## src/bmpru_pkg.sv

```systemverilog
// Shared constants for the BMP pixel row unpacker.
// Register indexes, field widths and byte phase codes; no dependencies.
package bmpru_pkg;

    localparam int DEFAULT_MAX_DIMENSION = 4096;

    localparam int DIM_W   = 13;
    localparam int OFS_W   = 12;
    localparam int COORD_W = 14;
    localparam int BYTE_W  = 8;
    localparam int CFG_IDX_W  = 3;
    localparam int CFG_DATA_W = 13;

    localparam logic [CFG_IDX_W-1:0] CFG_IMAGE_WIDTH      = 3'd0;
    localparam logic [CFG_IDX_W-1:0] CFG_IMAGE_HEIGHT     = 3'd1;
    localparam logic [CFG_IDX_W-1:0] CFG_MIRROR_ROWS      = 3'd2;
    localparam logic [CFG_IDX_W-1:0] CFG_BOTTOM_UP        = 3'd3;
    localparam logic [CFG_IDX_W-1:0] CFG_FOUR_BYTE_PIXELS = 3'd4;
    localparam logic [CFG_IDX_W-1:0] CFG_X_OFFSET         = 3'd5;
    localparam logic [CFG_IDX_W-1:0] CFG_Y_OFFSET         = 3'd6;

    localparam logic [1:0] PH_BLUE  = 2'd0;
    localparam logic [1:0] PH_GREEN = 2'd1;
    localparam logic [1:0] PH_RED   = 2'd2;
    localparam logic [1:0] PH_SKIP  = 2'd3;

endpackage

```

## src/bmp_pixel_row_unpacker_top.sv

```systemverilog
// BMP pixel row unpacker, top level.
// Depends on bmpru_pkg for register indexes, widths and byte phase codes.
//
// Takes one byte of an uncompressed 24/32-bit BMP pixel array per unstalled cycle
// and emits one pixel (channels plus screen coordinates) on each red byte,
// skipping the fourth byte of 32-bit pixels and the row padding. The byte
// path is a single pass of counter and coordinate logic into a one-entry
// output register, so the block sustains one byte per clock while the
// output is not stalled; in_stall rises only while a held pixel is itself stalled.
// cfg_ready is always high; configuration is meant to be written between
// images.
module bmp_pixel_row_unpacker_top #(
    parameter int MAX_DIMENSION = bmpru_pkg::DEFAULT_MAX_DIMENSION
) (
    input  logic                                   clk,
    input  logic                                   rst_n,

    input  logic                                   in_valid,
    output logic                                   in_stall,
    input  logic [bmpru_pkg::BYTE_W-1:0]           data_byte,

    output logic                                   out_valid,
    input  logic                                   out_stall,
    output logic signed [bmpru_pkg::COORD_W-1:0]   x_pos,
    output logic signed [bmpru_pkg::COORD_W-1:0]   y_pos,
    output logic [bmpru_pkg::BYTE_W-1:0]           red,
    output logic [bmpru_pkg::BYTE_W-1:0]           green,
    output logic [bmpru_pkg::BYTE_W-1:0]           blue,
    output logic                                   last_pixel,

    input  logic                                   cfg_valid,
    output logic                                   cfg_ready,
    input  logic [bmpru_pkg::CFG_IDX_W-1:0]        cfg_index,
    input  logic [bmpru_pkg::CFG_DATA_W-1:0]       cfg_data
);

    localparam int CNT_W   = $clog2(MAX_DIMENSION);
    localparam int DIM_W   = bmpru_pkg::DIM_W;
    localparam int OFS_W   = bmpru_pkg::OFS_W;
    localparam int COORD_W = bmpru_pkg::COORD_W;
    localparam int BYTE_W  = bmpru_pkg::BYTE_W;

    // configuration
    logic [DIM_W-1:0]        width_reg;
    logic [DIM_W-1:0]        height_reg;
    logic                    mirror_reg;
    logic                    bottom_up_reg;
    logic                    four_byte_reg;
    logic signed [OFS_W-1:0] x_ofs_reg;
    logic signed [OFS_W-1:0] y_ofs_reg;

    // unpack state
    logic [1:0]        phase_reg,  phase_next;
    logic [BYTE_W-1:0] blue_hold_reg,  blue_hold_next;
    logic [BYTE_W-1:0] green_hold_reg, green_hold_next;
    logic [CNT_W-1:0]  col_reg,    col_next;
    logic [CNT_W-1:0]  row_reg,    row_next;
    logic [1:0]        pad_reg,    pad_next;

    // output stage
    logic                      out_valid_reg, out_valid_next;
    logic [COORD_W-1:0]        x_pos_reg;
    logic [COORD_W-1:0]        y_pos_reg;
    logic [BYTE_W-1:0]         red_reg;
    logic [BYTE_W-1:0]         green_reg;
    logic [BYTE_W-1:0]         blue_reg;
    logic                      last_reg;

    logic               in_xfer;
    logic               out_free;
    logic               emit;
    logic [DIM_W-1:0]   w_eff;
    logic [DIM_W-1:0]   h_eff;
    logic               col_last;
    logic               row_last;
    logic [COORD_W-1:0] x_base;
    logic [COORD_W-1:0] y_base;
    logic [COORD_W-1:0] x_calc;
    logic [COORD_W-1:0] y_calc;

    function automatic logic [DIM_W-1:0] clamp_dim(input logic [DIM_W-1:0] v);
        logic [DIM_W-1:0] r;
        r = v;
        if (v == '0)
            r = DIM_W'(1);
        else if (32'(v) > MAX_DIMENSION)
            r = DIM_W'(MAX_DIMENSION);
        return r;
    endfunction

    assign cfg_ready = 1'b1;
    assign out_free  = !out_valid_reg || !out_stall;
    assign in_stall  = !out_free;
    assign in_xfer   = in_valid && out_free;

    always_ff @(posedge clk or negedge rst_n)
    begin
        if (!rst_n)
        begin
            width_reg     <= DIM_W'(1);
            height_reg    <= DIM_W'(1);
            mirror_reg    <= 1'b0;
            bottom_up_reg <= 1'b1;
            four_byte_reg <= 1'b0;
            x_ofs_reg     <= '0;
            y_ofs_reg     <= '0;
        end
        else if (cfg_valid && cfg_ready)
        begin
            case (cfg_index)
                bmpru_pkg::CFG_IMAGE_WIDTH:      width_reg     <= cfg_data[DIM_W-1:0];
                bmpru_pkg::CFG_IMAGE_HEIGHT:     height_reg    <= cfg_data[DIM_W-1:0];
                bmpru_pkg::CFG_MIRROR_ROWS:      mirror_reg    <= cfg_data[0];
                bmpru_pkg::CFG_BOTTOM_UP:        bottom_up_reg <= cfg_data[0];
                bmpru_pkg::CFG_FOUR_BYTE_PIXELS: four_byte_reg <= cfg_data[0];
                bmpru_pkg::CFG_X_OFFSET:         x_ofs_reg     <= cfg_data[OFS_W-1:0];
                bmpru_pkg::CFG_Y_OFFSET:         y_ofs_reg     <= cfg_data[OFS_W-1:0];
                default: ;
            endcase
        end
    end

    assign w_eff    = clamp_dim(width_reg);
    assign h_eff    = clamp_dim(height_reg);
    assign col_last = (32'(col_reg) + 32'd1) >= 32'(w_eff);
    assign row_last = (32'(row_reg) + 32'd1) >= 32'(h_eff);

    // coordinates wrap modulo 2^14
    assign x_base = mirror_reg ? (COORD_W'(w_eff) - COORD_W'(1) - COORD_W'(col_reg))
                               : COORD_W'(col_reg);
    assign y_base = bottom_up_reg ? (COORD_W'(h_eff) - COORD_W'(1) - COORD_W'(row_reg))
                                  : COORD_W'(row_reg);
    assign x_calc = x_base + COORD_W'(x_ofs_reg);
    assign y_calc = y_base + COORD_W'(y_ofs_reg);

    always_comb
    begin
        phase_next      = phase_reg;
        blue_hold_next  = blue_hold_reg;
        green_hold_next = green_hold_reg;
        col_next        = col_reg;
        row_next        = row_reg;
        pad_next        = pad_reg;
        emit            = 1'b0;
        if (in_xfer)
        begin
            if (pad_reg != 2'd0)
            begin
                pad_next = pad_reg - 2'd1;
            end
            else
            begin
                case (phase_reg)
                    bmpru_pkg::PH_BLUE:
                    begin
                        blue_hold_next = data_byte;
                        phase_next     = bmpru_pkg::PH_GREEN;
                    end
                    bmpru_pkg::PH_GREEN:
                    begin
                        green_hold_next = data_byte;
                        phase_next      = bmpru_pkg::PH_RED;
                    end
                    default:
                    begin
                        if (phase_reg == bmpru_pkg::PH_RED)
                            emit = 1'b1;
                        if (phase_reg == bmpru_pkg::PH_RED && four_byte_reg)
                        begin
                            phase_next = bmpru_pkg::PH_SKIP;
                        end
                        else
                        begin
                            // pixel done
                            phase_next = bmpru_pkg::PH_BLUE;
                            if (col_last)
                            begin
                                col_next = '0;
                                row_next = row_last ? '0 : row_reg + CNT_W'(1);
                                pad_next = four_byte_reg ? 2'd0 : w_eff[1:0];
                            end
                            else
                            begin
                                col_next = col_reg + CNT_W'(1);
                            end
                        end
                    end
                endcase
            end
        end
    end

    always_comb
    begin
        out_valid_next = out_valid_reg;
        if (out_free)
            out_valid_next = emit;
    end

    always_ff @(posedge clk or negedge rst_n)
    begin
        if (!rst_n)
        begin
            phase_reg      <= bmpru_pkg::PH_BLUE;
            blue_hold_reg  <= '0;
            green_hold_reg <= '0;
            col_reg        <= '0;
            row_reg        <= '0;
            pad_reg        <= '0;
            out_valid_reg  <= 1'b0;
        end
        else
        begin
            phase_reg      <= phase_next;
            blue_hold_reg  <= blue_hold_next;
            green_hold_reg <= green_hold_next;
            col_reg        <= col_next;
            row_reg        <= row_next;
            pad_reg        <= pad_next;
            out_valid_reg  <= out_valid_next;
        end
    end

    always_ff @(posedge clk)
    begin
        if (emit)
        begin
            x_pos_reg <= x_calc;
            y_pos_reg <= y_calc;
            red_reg   <= data_byte;
            green_reg <= green_hold_reg;
            blue_reg  <= blue_hold_reg;
            last_reg  <= col_last && row_last;
        end
    end

    assign out_valid  = out_valid_reg;
    assign x_pos      = x_pos_reg;
    assign y_pos      = y_pos_reg;
    assign red        = red_reg;
    assign green      = green_reg;
    assign blue       = blue_reg;
    assign last_pixel = last_reg;

`ifndef SYNTH
    // padding is only skipped between pixels
    assert property (@(posedge clk) disable iff (!rst_n)
        pad_reg != 2'd0 |-> phase_reg == bmpru_pkg::PH_BLUE)
        else $error("row padding pending in the middle of a pixel");

    assert property (@(posedge clk) disable iff (!rst_n)
        in_xfer && pad_reg == 2'd0 && phase_reg == bmpru_pkg::PH_RED |=> out_valid_reg)
        else $error("red byte transfer did not produce a pixel");

    assert property (@(posedge clk) disable iff (!rst_n)
        in_xfer && pad_reg != 2'd0 |=> pad_reg == $past(pad_reg) - 2'd1)
        else $error("padding count did not step down");

    assert property (@(posedge clk) disable iff (!rst_n)
        in_xfer && pad_reg == 2'd0 && phase_reg == bmpru_pkg::PH_BLUE
        |=> blue_hold_reg == $past(data_byte) && phase_reg == bmpru_pkg::PH_GREEN)
        else $error("blue byte not captured");
`endif

endmodule
```

## config.mk

```make
export PLATFORM = sky130hd
export DESIGN_NAME = bmp_pixel_row_unpacker_top
export DESIGN_NICKNAME = d
export VERILOG_FILES = /design/src/bmpru_pkg.sv /design/src/bmp_pixel_row_unpacker_top.sv
export SDC_FILE = /design/constraint.sdc
export NUM_CORES = 1
export LEC_CHECK = 0
export ABC_AREA = 1
export ABC_CLOCK_PERIOD_IN_PS = 5800
export BUFFER_PORTS_ARGS = -buffer_cell sky130_fd_sc_hd__buf_4
export CELL_PAD_IN_SITES_DETAIL_PLACEMENT = 2
export CELL_PAD_IN_SITES_GLOBAL_PLACEMENT = 2
export CORE_AREA = 2 2 155 157
export CTS_CLUSTER_DIAMETER = 80
export DETAILED_ROUTE_END_ITERATION = 16
export DIE_AREA = 0 0 157 159
export GPL_ROUTABILITY_DRIVEN = 0
export PLACE_DENSITY_LB_ADDON = 0.1
export SYNTH_ARGS = -nofsm -noshare
export SYNTH_HDL_FRONTEND = slang
export SYNTH_SLANG_ARGS = --single-unit
```

## constraint.sdc

```tcl
create_clock -name clk -period 5.8 [get_ports clk]
set_clock_uncertainty 0.2 [all_clocks]
set_input_delay 1.16 -clock clk [delete_from_list [all_inputs] [get_ports clk]]
set_output_delay 1.16 -clock clk [all_outputs]
set_load 0.02 [all_outputs]
```

==> results_dict.tcl <==
set metrics [dict create \
    clkTransAtPathRegs_ns 0.08 \
    synthesis.yosys.warnings 0 \
    grt_pass1_vias 8527 \
    cts-resized-gates 0 \
    synth-main-ff-cell "dfrtp_1" \
    critical_path.max_fanout 10 \
    fmax_mhz 214 \
    finalCoreUtilization_pct 46.0 \
    clkSinkCount 151 \
    regToRegEndpoint "x_pos[12]$_DFFE_PP_" \
    mostFrequentLayoutCells "238 x nand2_1, 129 x inv_1, 126 x o21ai_0" \
    timing.final.crit_period_ns 4.67 \
    postSynthCellCount 1068 \
    num_io_pins 85 \
    clk-insertion-delay-late_ns 0.44 \
    setup_violations 0 \
    final_cell_count_no_fill 1482 \
    ys_seq_elements 151 \
    finalCritPeriodShare_pct 80.5 \
    reg2reg_slack_ns 1.13 \
    setup_crit_path_kind "flip-flop to flip-flop" \
    power.density_cell_area_nw_per_um2 574 \
    post_cts_buffers 0 \
    synthesis.nets 1181 \
    whs_endpoint "green[2]$_DFFE_PP_" \
    vias_per_cell 5.27 \
    fin_tns_setup_ns 0 \
    initial_core_util_pct 39.4 \
    fp-row-count 56 \
    tightestPinTransition_ns 0.854 \
    count_of_unique_library_cells_instantiated_by_yosys 48 \
    r2r.worst_path.cells 22 \
    endpoint_kind "flip-flop" \
    gr-usage-all-layers_pct 24.9 \
    hpwl_um 22600 \
    synth.avg_cell_area_um2 8.55 \
    rsz0062_at_grt "no" \
    avgRoutedWirePerCell_um 20.1 \
    cts_tree "built" \
    synthesis_to_layout_area_growth_pct 16.8 \
    timing.hold.worst_path_depth 0 \
    hold_class "flip-flop to flip-flop" \
    routed_wl_um 29800 \
    first_iter_violations 398 \
    fin_nets 1264 \
    worstSetupStartpointType "flip-flop" \
    outcome "finished, final reports clean" \
    antenna_cells_inserted 0 \
    dp_cells 1451 \
    core-area_um2 23200 \
    cp_data_required_time_ns 5.80 \
    post_synth_instance_area_um2 9130 \
    mostFrequentLayoutCell "nand2_1" \
    max-vdd-ir-drop_uv 213 \
    clk_root_buffer_cell "clkbuf_16" \
    hold_start "green_hold_reg[2]$_DFFE_PN0P_" \
    postLayoutCellArea_um2 10700 \
    synth_sequential_area_ratio_pct 44.3 \
    clock_path_buffers 2 \
    number_of_buffers_added_by_the_clock_tree_synthesis_step 17 \
    post_cts_hold_buffer_count 0 \
    grt-ovfl-total 0 \
    cts-htree-levels 4 \
    worstPathArrival_ns 4.67 \
    pin_count_of_the_biggest_net_entering_global_routing 60 \
    drtAntennaViolNets 0 \
    drt_pass1_iterations 4 \
    antenna_found_initial 0 \
    portBuffers 83 \
    post_route_cells_drive_above_1_share_pct 13.1 \
    post_dp_cell_area_um2 10100 \
    via_count 7809 \
    report.final.hold_viol_count 0 \
    detail_route.drc_violations 0 \
    max_cap_violations 0 \
    timing.max_slew.rel_slack_pct 43.1 \
    wire_length_of_the_first_global_routing_pass_um 48100 \
    power_leakage_nw 5.17 \
    hold_ws_ns 0.253 \
    die_height_um 159 \
    design.die.area_um2 25000 \
    dieWidth_um 157 \
    synth-async-reset-ratio_pct 64.9 \
    startpoint_of_the_most_critical_register_to_register_path "width_reg[7]$_DFFE_PN0P_" \
    slew_violations 0 \
    edff_count_synth 53 \
]
stage by stage:
step	total power (W)	setup WS [ns]
CTS	0.00616	1.20
global route	0.00664	0.760
global placement	0.00473	1.47
detailed placement	0.00493	1.28
floorplan	0.00394	1.36
finish	0.00612	1.13
logic make-up after synthesis:
group | count (synthesis) | share of synthesized area [%]
and+or+nand+nor | 404 | 19.5
AOI/OAI and AO/OA | 227 | 13.2
buffers and inverters | 155 | 6.63
DFF | 151 | 44.3
adders and majority gates | 84 | 11.8
xor gates and xnor gates | 46 | 4.41
other | 1 | 0.0411
metal layers:
metal,vias up,wire length (um),GRT usage (%)
met5,-,0,0
met4,0,479,6.76
met3,32,1030,2.69
met2,140,14400,41.5
met1,3896,13900,34.3
li1,3741,-,-
Yosys cell counts (2+ instances only):
master	count	share of area, %
nand3_2	8	0.88
ha_1	80	11
nand2_1	238	9.8
inv_1	129	5.3
xnor2_1	10	0.96
clkinv_1	2	0.082
inv_2	3	0.12
or2_2	2	0.14
nor3_2	3	0.33
buf_2	4	0.22
nand4_1	9	0.62
nor3_1	7	0.38
nor2_2	6	0.41
nand2_2	7	0.48
o211ai_1	2	0.16
dfstp_2	3	0.86
o21a_1	3	0.25
a21o_1	4	0.33
nand3_1	45	2.5
o21bai_1	5	0.41
xor2_1	36	3.5
buf_4	3	0.25
o21ai_1	7	0.38
a31oi_1	3	0.21
nor2_1	61	2.5
clkbuf_1	12	0.49
o2111ai_1	2	0.19
nor4_1	7	0.48
edfxtp_1	53	17
fa_1	4	0.88
o21ai_0	126	6.9
nor4b_1	2	0.19
o22ai_1	7	0.48
a21oi_1	62	3.4
nand3b_1	5	0.41
a211oi_1	2	0.16
dfrtp_1	95	26
power by group:
group / total, W / switching [W] / internal, W
sequential: 0.00175 / 0.000240 / 0.00151
combinational: 0.00322 / 0.00207 / 0.00114
clock: 0.00115 / 0.000539 / 0.000611
worst max-delay path, stage by stage, from the launching register on:
cell     delay, ns
dfrtp_1       0.41
nor4_1        0.34
nand3_1       0.15
nand2_1       0.29
nand2_1       0.18
inv_1         0.09
ha_1          0.28
a21oi_1       0.18
nand2_1       0.12
nand2_1       0.10
nand2_1       0.07
a21oi_1       0.22
xor2_1        0.18
o21ai_0       0.11
ha_1          0.39
nand2_1       0.12
o21ai_0       0.19
a21oi_1       0.10
o21ai_0       0.28
a21oi_1       0.12
nor2_1        0.12
nor2_1        0.06
xnor2_1       0.13
worst max path at each step:
stage,startpoint,endpoint,depth (start not counted)
global placement,height_reg[12]$_DFFE_PN0P_,y_pos[13]$_DFFE_PP_,22
global route,width_reg[6]$_DFFE_PN0P_,x_pos[12]$_DFFE_PP_,22
floorplan,out_stall,blue[0]$_DFFE_PP_,5
CTS,width_reg[6]$_DFFE_PN0P_,x_pos[12]$_DFFE_PP_,22
finish,width_reg[7]$_DFFE_PN0P_,x_pos[12]$_DFFE_PP_,22
detailed placement,width_reg[6]$_DFFE_PN0P_,x_pos[12]$_DFFE_PP_,22
cell type report:
class                      count  area [um^2]
clock buffer                  17          425
clock inverter                14          165
fill                        2559        12500
inverter                     134          503
multi-input combinational    762         4490
sequential                   151         4050
tap                          319          399
timing repair buffer          85          638
Note: power is estimated with default switching activity, not from simulation.
